<file path="src/rtl/wavrp_pkg.sv">
// Shared constants for the RIFF/WAVE header parser: chunk tags, format tags,
// status codes and the width of the byte position counter.
// No dependencies.
`default_nettype none

package wavrp_pkg;

    // Byte position counter width (16 to 32); the data offset port stays 32 bits.
    localparam int POSITION_BITS = 32;

    localparam logic [31:0] TAG_RIFF = 32'h5249_4646;
    localparam logic [31:0] TAG_WAVE = 32'h5741_5645;
    localparam logic [31:0] TAG_FMT  = 32'h666D_7420;
    localparam logic [31:0] TAG_DATA = 32'h6461_7461;

    localparam logic [15:0] FMT_PCM = 16'h0001;
    localparam logic [15:0] FMT_EXT = 16'hFFFE;

    localparam logic [31:0] FMT_MIN_LEN     = 32'd16;
    localparam logic [31:0] FMT_BAD_LEN     = 32'd17;
    localparam logic [31:0] EXT_MIN_LEN     = 32'd40;
    localparam logic [15:0] EXT_MIN_EXTSIZE = 16'd22;

    localparam logic [1:0] ST_OK    = 2'd0;
    localparam logic [1:0] ST_INVAL = 2'd1;
    localparam logic [1:0] ST_NOSUP = 2'd2;

endpackage

`default_nettype wire

</file>
<file path="src/rtl/wav_riff_header_parser_unit.sv">
// RIFF/WAVE header parser top level: byte-wise chunk walker and result register.
// Depends on wavrp_pkg.
`default_nettype none

// The block takes a WAV file one byte per request and, on the request marked
// as the last byte, returns one result with the status (ok, invalid or
// unsupported) and, when ok, the format of the last valid fmt chunk and the
// place of the last data chunk. A byte can be taken in every cycle unless the
// input stalls: each byte is held in an input register, then a single pass of
// compares and counter updates advances the parse state and, on the last
// byte, loads the result register. The input stalls only while a finished
// result waits and a new last byte is ready behind it. After the last byte
// the parser starts over on a new file.
module wav_riff_header_parser_unit
    import wavrp_pkg::*;
(
    input  wire logic        i_clk,
    input  wire logic        i_rst_n,
    input  wire logic        i_valid,
    output logic             o_stall,
    input  wire logic [7:0]  i_file_byte,
    input  wire logic        i_end_of_file,
    output logic             o_valid,
    input  wire logic        i_stall,
    output logic [1:0]       o_status,
    output logic [15:0]      o_channel_count,
    output logic [31:0]      o_sample_rate,
    output logic [5:0]       o_sample_bits,
    output logic [15:0]      o_frame_bytes,
    output logic [1:0]       o_sample_format,
    output logic [31:0]      o_data_offset,
    output logic [31:0]      o_data_length
);

    typedef enum logic [1:0] {PH_RIFF, PH_HEADER, PH_PAYLOAD, PH_PAD} t_phase;

    // Input register
    logic       r_in_valid;
    logic [7:0] r_in_byte;
    logic       r_in_eof;

    // Parse state
    logic [POSITION_BITS-1:0] r_pos, n_pos;
    t_phase      r_phase, n_phase;
    logic [3:0]  r_idx, n_idx;
    logic [31:0] r_tag, n_tag;
    logic [31:0] r_len, n_len;
    logic [31:0] r_left, n_left;
    logic        r_pad, n_pad;
    logic [15:0] r_ftag, n_ftag;
    logic [15:0] r_ext, n_ext;
    logic [15:0] r_cur_ch, n_cur_ch;
    logic [31:0] r_cur_rate, n_cur_rate;
    logic [15:0] r_cur_align, n_cur_align;
    logic [15:0] r_cur_bits, n_cur_bits;
    logic [15:0] r_last_ch, n_last_ch;
    logic [31:0] r_last_rate, n_last_rate;
    logic [15:0] r_last_align, n_last_align;
    logic [15:0] r_last_bits, n_last_bits;
    logic [31:0] r_data_off, n_data_off;
    logic [31:0] r_data_len, n_data_len;
    logic [1:0]  r_seen, n_seen;
    logic [1:0]  r_err, n_err;

    // Result register
    logic        r_out_valid;
    logic [1:0]  r_status, n_status;
    logic [15:0] r_ch, r_align;
    logic [31:0] r_rate, r_off, r_dlen;
    logic [5:0]  r_bits;
    logic [1:0]  r_fmt;

    logic                     w_advance;
    logic                     w_finish;
    logic [31:0]              w_fidx;
    logic [POSITION_BITS-1:0] w_pos_inc;

    // A byte without end of file never needs the result register.
    assign w_advance = r_in_valid && (!r_in_eof || !r_out_valid || !i_stall);
    assign o_stall   = r_in_valid && !w_advance;

    assign w_pos_inc = r_pos + POSITION_BITS'(1);
    assign w_fidx    = r_len - r_left;

    always_comb begin
        n_pos        = w_pos_inc;
        n_phase      = r_phase;
        n_idx        = r_idx;
        n_tag        = r_tag;
        n_len        = r_len;
        n_left       = r_left;
        n_pad        = r_pad;
        n_ftag       = r_ftag;
        n_ext        = r_ext;
        n_cur_ch     = r_cur_ch;
        n_cur_rate   = r_cur_rate;
        n_cur_align  = r_cur_align;
        n_cur_bits   = r_cur_bits;
        n_last_ch    = r_last_ch;
        n_last_rate  = r_last_rate;
        n_last_align = r_last_align;
        n_last_bits  = r_last_bits;
        n_data_off   = r_data_off;
        n_data_len   = r_data_len;
        n_seen       = r_seen;
        n_err        = r_err;
        w_finish     = 1'b0;

        if (r_err == ST_OK) begin
            unique case (r_phase)
                PH_RIFF: begin
                    n_tag = {r_tag[23:0], r_in_byte};
                    if (r_idx == 4'd3 && n_tag != TAG_RIFF) begin
                        n_err = ST_INVAL;
                    end
                    if (r_idx == 4'd11) begin
                        if (n_tag != TAG_WAVE) begin
                            n_err = ST_INVAL;
                        end
                        n_phase = PH_HEADER;
                        n_idx   = 4'd0;
                    end else begin
                        n_idx = r_idx + 4'd1;
                    end
                end
                PH_HEADER: begin
                    if (r_idx < 4'd4) begin
                        n_tag = (r_idx == 4'd0) ? {24'd0, r_in_byte}
                                                : {r_tag[23:0], r_in_byte};
                    end else begin
                        unique case (r_idx[1:0])
                            2'd0: n_len[7:0]   = r_len[7:0]   | r_in_byte;
                            2'd1: n_len[15:8]  = r_len[15:8]  | r_in_byte;
                            2'd2: n_len[23:16] = r_len[23:16] | r_in_byte;
                            2'd3: n_len[31:24] = r_len[31:24] | r_in_byte;
                        endcase
                    end
                    if (r_idx >= 4'd7) begin
                        n_left      = n_len;
                        n_pad       = n_len[0];
                        n_ftag      = '0;
                        n_ext       = '0;
                        n_cur_ch    = '0;
                        n_cur_rate  = '0;
                        n_cur_align = '0;
                        n_cur_bits  = '0;
                        if (n_tag == TAG_DATA) begin
                            n_data_off = 32'(w_pos_inc);
                            n_data_len = n_len;
                            n_seen[1]  = 1'b1;
                        end
                        n_idx = 4'd0;
                        if (n_len == 32'd0) begin
                            w_finish = 1'b1;
                        end else begin
                            n_phase = PH_PAYLOAD;
                        end
                    end else begin
                        if (r_idx == 4'd3) begin
                            n_len = '0;
                        end
                        n_idx = r_idx + 4'd1;
                    end
                end
                PH_PAYLOAD: begin
                    if (r_tag == TAG_FMT) begin
                        unique case (w_fidx)
                            32'd0:   n_ftag[7:0]         = r_in_byte;
                            32'd1:   n_ftag[15:8]        = r_in_byte;
                            32'd2:   n_cur_ch[7:0]       = r_in_byte;
                            32'd3:   n_cur_ch[15:8]      = r_in_byte;
                            32'd4:   n_cur_rate[7:0]     = r_in_byte;
                            32'd5:   n_cur_rate[15:8]    = r_in_byte;
                            32'd6:   n_cur_rate[23:16]   = r_in_byte;
                            32'd7:   n_cur_rate[31:24]   = r_in_byte;
                            32'd12:  n_cur_align[7:0]    = r_in_byte;
                            32'd13:  n_cur_align[15:8]   = r_in_byte;
                            32'd14:  n_cur_bits[7:0]     = r_in_byte;
                            32'd15:  n_cur_bits[15:8]    = r_in_byte;
                            32'd16:  n_ext[7:0]          = r_in_byte;
                            32'd17:  n_ext[15:8]         = r_in_byte;
                            default: ;
                        endcase
                    end
                    n_left = r_left - 32'd1;
                    if (n_left == 32'd0) begin
                        w_finish = 1'b1;
                    end
                end
                PH_PAD: begin
                    n_phase = PH_HEADER;
                    n_idx   = 4'd0;
                end
            endcase

            // End of a chunk payload: judge a fmt chunk, then go to the pad byte, if any, or the next header.
            if (w_finish) begin
                if (n_tag == TAG_FMT) begin
                    priority if (n_len < FMT_MIN_LEN || n_len == FMT_BAD_LEN) begin
                        n_err = ST_INVAL;
                    end else if (n_len > FMT_MIN_LEN && n_ftag == FMT_EXT
                                 && (n_ext < EXT_MIN_EXTSIZE || n_len < EXT_MIN_LEN)) begin
                        n_err = ST_INVAL;
                    end else if (n_ftag != FMT_PCM && n_ftag != FMT_EXT) begin
                        n_err = ST_NOSUP;
                    end else if (n_cur_bits != 16'd8 && n_cur_bits != 16'd16
                                 && n_cur_bits != 16'd24 && n_cur_bits != 16'd32) begin
                        n_err = ST_NOSUP;
                    end else begin
                        n_last_ch    = n_cur_ch;
                        n_last_rate  = n_cur_rate;
                        n_last_align = n_cur_align;
                        n_last_bits  = n_cur_bits;
                        n_seen[0]    = 1'b1;
                    end
                end
                n_phase = n_pad ? PH_PAD : PH_HEADER;
                n_idx   = 4'd0;
            end
        end

        priority if (n_err != ST_OK) begin
            n_status = n_err;
        end else if (n_phase == PH_RIFF || n_phase == PH_PAYLOAD) begin
            n_status = ST_INVAL;
        end else if (n_seen != 2'b11) begin
            n_status = ST_INVAL;
        end else begin
            n_status = ST_OK;
        end
    end

    always_ff @(posedge i_clk) begin
        if (!i_rst_n) begin
            r_in_valid <= 1'b0;
        end else if (!o_stall) begin
            r_in_valid <= i_valid;
        end
        if (!o_stall && i_valid) begin
            r_in_byte <= i_file_byte;
            r_in_eof  <= i_end_of_file;
        end
    end

    always_ff @(posedge i_clk) begin
        if (!i_rst_n || (w_advance && r_in_eof)) begin
            r_pos        <= '0;
            r_phase      <= PH_RIFF;
            r_idx        <= '0;
            r_tag        <= '0;
            r_len        <= '0;
            r_left       <= '0;
            r_pad        <= 1'b0;
            r_ftag       <= '0;
            r_ext        <= '0;
            r_cur_ch     <= '0;
            r_cur_rate   <= '0;
            r_cur_align  <= '0;
            r_cur_bits   <= '0;
            r_last_ch    <= '0;
            r_last_rate  <= '0;
            r_last_align <= '0;
            r_last_bits  <= '0;
            r_data_off   <= '0;
            r_data_len   <= '0;
            r_seen       <= '0;
            r_err        <= ST_OK;
        end else if (w_advance) begin
            r_pos        <= n_pos;
            r_phase      <= n_phase;
            r_idx        <= n_idx;
            r_tag        <= n_tag;
            r_len        <= n_len;
            r_left       <= n_left;
            r_pad        <= n_pad;
            r_ftag       <= n_ftag;
            r_ext        <= n_ext;
            r_cur_ch     <= n_cur_ch;
            r_cur_rate   <= n_cur_rate;
            r_cur_align  <= n_cur_align;
            r_cur_bits   <= n_cur_bits;
            r_last_ch    <= n_last_ch;
            r_last_rate  <= n_last_rate;
            r_last_align <= n_last_align;
            r_last_bits  <= n_last_bits;
            r_data_off   <= n_data_off;
            r_data_len   <= n_data_len;
            r_seen       <= n_seen;
            r_err        <= n_err;
        end
    end

    always_ff @(posedge i_clk) begin
        if (!i_rst_n) begin
            r_out_valid <= 1'b0;
        end else if (w_advance && r_in_eof) begin
            r_out_valid <= 1'b1;
        end else if (!i_stall) begin
            r_out_valid <= 1'b0;
        end
        if (w_advance && r_in_eof) begin
            r_status <= n_status;
            if (n_status == ST_OK) begin
                r_ch    <= n_last_ch;
                r_rate  <= n_last_rate;
                r_bits  <= n_last_bits[5:0];
                r_align <= n_last_align;
                r_fmt   <= n_last_bits[4:3] - 2'd1;
                r_off   <= n_data_off;
                r_dlen  <= n_data_len;
            end else begin
                r_ch    <= '0;
                r_rate  <= '0;
                r_bits  <= '0;
                r_align <= '0;
                r_fmt   <= '0;
                r_off   <= '0;
                r_dlen  <= '0;
            end
        end
    end

    assign o_valid         = r_out_valid;
    assign o_status        = r_status;
    assign o_channel_count = r_ch;
    assign o_sample_rate   = r_rate;
    assign o_sample_bits   = r_bits;
    assign o_frame_bytes   = r_align;
    assign o_sample_format = r_fmt;
    assign o_data_offset   = r_off;
    assign o_data_length   = r_dlen;

endmodule

`default_nettype wire
</file>
<file path="config.mk">
export PLATFORM = sky130hd
export DESIGN_NAME = wav_riff_header_parser_unit
export DESIGN_NICKNAME = d
export VERILOG_FILES = /design/src/rtl/wavrp_pkg.sv /design/src/rtl/wav_riff_header_parser_unit.sv
export SDC_FILE = /design/constraint.sdc
export NUM_CORES = 2
export LEC_CHECK = 0
export BUFFER_PORTS_ARGS = -buffer_cell sky130_fd_sc_hd__buf_2
export CAP_MARGIN = 20
export CORE_ASPECT_RATIO = 0.6
export CORE_MARGIN = 2
export CORE_UTILIZATION = 41
export CTS_CLUSTER_DIAMETER = 40
export DETAILED_ROUTE_END_ITERATION = 8
export RECOVER_POWER = 100
export SLEW_MARGIN = 20
export SYNTH_ARGS = -nofsm -noshare
export SYNTH_HDL_FRONTEND = slang
export SYNTH_SLANG_ARGS = --single-unit
</file>
<file path="constraint.sdc">
create_clock -name i_clk -period 13 [get_ports i_clk]
set_clock_uncertainty 0.2 [all_clocks]
set_input_delay 1.95 -clock i_clk [delete_from_list [all_inputs] [get_ports i_clk]]
set_output_delay 1.95 -clock i_clk [all_outputs]
set_load 0.005 [all_outputs]
</file>
==> impl_metrics.toml <==
[critical_path]
crit_type = "flop to flop"
start_kind = "flop"
arrival_ns = 10.14
critPathRequiredTime_ns = 13.16
crit_path_end_kind = "flop"
crit_fanout = 71

[floorplanning]
ios = 153
num_rows = 74
start_util_pct = 41.2
die_x_microns = 341
core_sq_um = 67700
fp.dieH_microns = 206
dieArea_sq_um = 70200

[yosys]
synth-seq-cells = 533
synth_ff_type = "dfxtp_1"
yosysWarningCount = 0
syn-num-nets = 3366
syn-cell-area_sq_um = 27900
syn_avg_cell_area_sq_um = 8.43
ys_types = 94
ys_seq_area_share_pct = 43.5
synth_cells = 3309
async_flop_share_pct = 0
synth_edf_count = 147

[clock_network]
ctsHoldBuffers = 0
clock_insertion_delay_worst_skew_ns = 0.66
clk_pin_slew_worst_paths_ns = 0.07
numCtsBuffers = 56
cts_setup_buffers = 0
clock_sink_count = 533
cts_resized = 0
cts_tree = "built"
cts_max_level = 2
root_buffer = "clkbuf_16"
clk_path_buf_depth = 3

[drt]
dr.pass1.iters = 7
drc_errors = 0
first_iter_violations = 3084
wirelength_mm = 88.0
dr_total_vias = 25300
viasPerCell = 5.94
antenna_left = 0
routedWlPerCell_microns = 20.7

[grt]
grt_start_max_net_pins = 197
grt_pass1_wl_mm = 136
grt_pass1_vias = 22000
grt-ovfl-total = 0
grtUsageTotal_pct = 24.2
grt_antenna_before_repair = 1

[flow_run]
cap_violations = 8

[final_layout]
fin_area_sq_um = 30500
layout-drive-gt1-share_pct = 6.70
layout.nets = 3353
syn_to_final_growth_pct = 9.43
n_antenna_cell = 0

[outcome]
violations = "max-capacitance violations, max-slew violations"
status = "finished with violations"

[place]
io_buffers = 152
dp_hpwl_mm = 58.2
dpl-instance-area_sq_um = 29000
gp_routability_congestion = 0.965

[sta]
drv_slew = 597
finalCriticalPeriod_ns = 9.98
rsz0062_at_grt = "no"
worstMarginPinSlew_ns = 4.26
max_freq_ghz = 0.100
hold_viol_final = 0
whs_ns = 0.245
final.setup.tns_ns = 0
setup_viol = 0
finalCritPeriodShare_pct = 76.8
slew_headroom_pct = -184

[worst_hold_path]
hp-class = "flop to flop"

[pwr]
leakage_uw = 0.0104
power.density_nw_per_um2 = 123
max-vdd-ir-drop_uv = 102
==> cells by family after synthesis <==
logic type / Yosys count / share of synthesized area, %
buffers and inverters: 343 / 5.37
adder cells (fa/ha/maj): 44 / 2.00
AND/OR/NAND/NOR: 1418 / 24.4
multiplexers: 74 / 2.69
AO/OA/AOI/OAI: 815 / 19.4
XOR/XNOR: 82 / 2.60
flip-flops: 533 / 43.5
==> registers in the layout, summed over array words and instances, names as in the netlist, 8 cells and up <==
signal,count
o_channel_count,16
o_data_length,32
o_data_offset,32
o_frame_bytes,16
o_sample_rate,32
r_cur_align,16
r_cur_bits,16
r_cur_ch,16
r_cur_rate,32
r_data_len,32
r_data_off,32
r_ext,15
r_ftag,16
r_in_byte,8
r_last_align,16
r_last_ch,16
r_last_rate,32
r_left,32
r_len,32
r_pos,32
r_tag,32
==> per-stage QoR <==
step / util [%] / instances / setup slack [ns] / power [uW]
2_1_floorplan: - / 3309 / 7.33 / 2020
3_3_place_gp: 42.8 / 4149 / 4.87 / 2120
3_5_place_dp: 42.8 / 4149 / 4.77 / 2120
4_1_cts: 45.6 / 4254 / 4.75 / 3750
5_1_grt: 45.1 / 4255 / 2.37 / 3860
6_report: 45.1 / 4255 / 3.02 / 3740
==> critical path, stage by stage, from the launching register on <==
cell	delay (ns)
dfxtp_1	0.40
inv_1	0.11
ha_1	0.38
o211ai_1	0.21
a21oi_1	0.13
o31ai_1	0.93
a211oi_1	0.28
nor3_1	0.31
a21oi_1	0.15
xnor2_1	0.74
nand2_1	0.72
o31ai_1	0.62
o32ai_1	0.20
o41ai_1	0.63
nor4b_2	0.36
nor4b_1	0.16
nand3_2	0.10
clkbuf_1	2.57
mux2i_1	0.37
nor2_1	0.07
==> per-layer routing <==
layer	track usage (%)	up-vias	part of all wire, %
met4	4.06	0	1.2
met1	39.4	12100	51
met2	31.8	1119	38
met5	0	-	0
met3	5.40	87	9.7
li1	-	12000	-
==> synthesized netlist by cell type (20+ instances only) <==
cell | instances | share of area [%]
a211oi_1 | 85 | 2.3
a21o_1 | 24 | 0.65
a21oi_1 | 306 | 5.5
a22o_1 | 34 | 1.1
a22oi_1 | 87 | 2.3
a32o_1 | 40 | 1.4
and3_1 | 25 | 0.56
buf_2 | 24 | 0.43
clkbuf_1 | 203 | 2.7
dfxtp_1 | 386 | 28
edfxtp_1 | 147 | 16
ha_1 | 43 | 1.9
inv_1 | 75 | 1.0
mux2i_1 | 72 | 2.6
nand2_1 | 228 | 3.1
nand2b_1 | 21 | 0.47
nand3_1 | 133 | 2.4
nand4_1 | 37 | 0.83
nor2_1 | 530 | 7.1
nor3_1 | 252 | 4.5
nor3_2 | 42 | 1.5
nor4_1 | 47 | 1.1
o21ai_0 | 70 | 1.3
o21ai_1 | 20 | 0.36
or3_1 | 22 | 0.49
xnor2_1 | 40 | 1.3
xor2_1 | 41 | 1.3
==> layout by cell type (no fill, tap or decap), types with 10 or more instances in the layout <==
master and instances:
nor2_1 528, dfxtp_1 386, a21oi_1 307, nor3_1 271
nand2_1 227, edfxtp_1 147, nand3_1 131, clkbuf_1 126
a22oi_1 87, a211oi_1 85, inv_1 74, mux2i_1 72
o21ai_0 71, clkbuf_16 56, nor4_1 46, ha_1 42
xor2_1 41, xnor2_1 41, a32o_1 40, buf_2 39
buf_4 39, nand4_1 38, a22o_1 34, and3_1 25
a21o_1 24, nor3_2 23, or3_1 22, nand2b_1 20
o21ai_1 20, o31ai_1 17, or4_1 14, and2_1 12
o21a_1 10, o31a_1 10, o22ai_1 10, nor2b_1 10
==> power breakdown <==
| group | switching [uW] | leakage (uW) | total, uW | internal, uW |
|---|---|---|---|---|
| Clock | 739 | 0.000897 | 1640 | 904 |
| Combinational | 258 | 0.00474 | 358 | 99.7 |
| Sequential | 15.5 | 0.00475 | 1740 | 1720 |
==> area by class of cell <==
cell class / count / area [sq um]
clock inverters: 37 / 375
multi-input cells: 2433 / 14100
fillers: 6651 / 37200
inverters: 75 / 283
clock buffers: 68 / 1480
well taps: 912 / 1140
repair buffers: 197 / 960
flip-flops and latches: 533 / 12100
==> worst paths after layout <==
kind                            slack, ns       from              to  cells past startpoint
worst max-delay path                 3.02  r_left[2]  r_last_bits[3]                     19
worst min register to register       0.25  r_seen[0]       r_seen[0]                      2
worst max register to register       3.02  r_left[2]  r_last_bits[3]                     19
worst min-delay path                 0.25  r_seen[0]       r_seen[0]                      2
No activity file was read; power rests on OpenSTA's default activity.
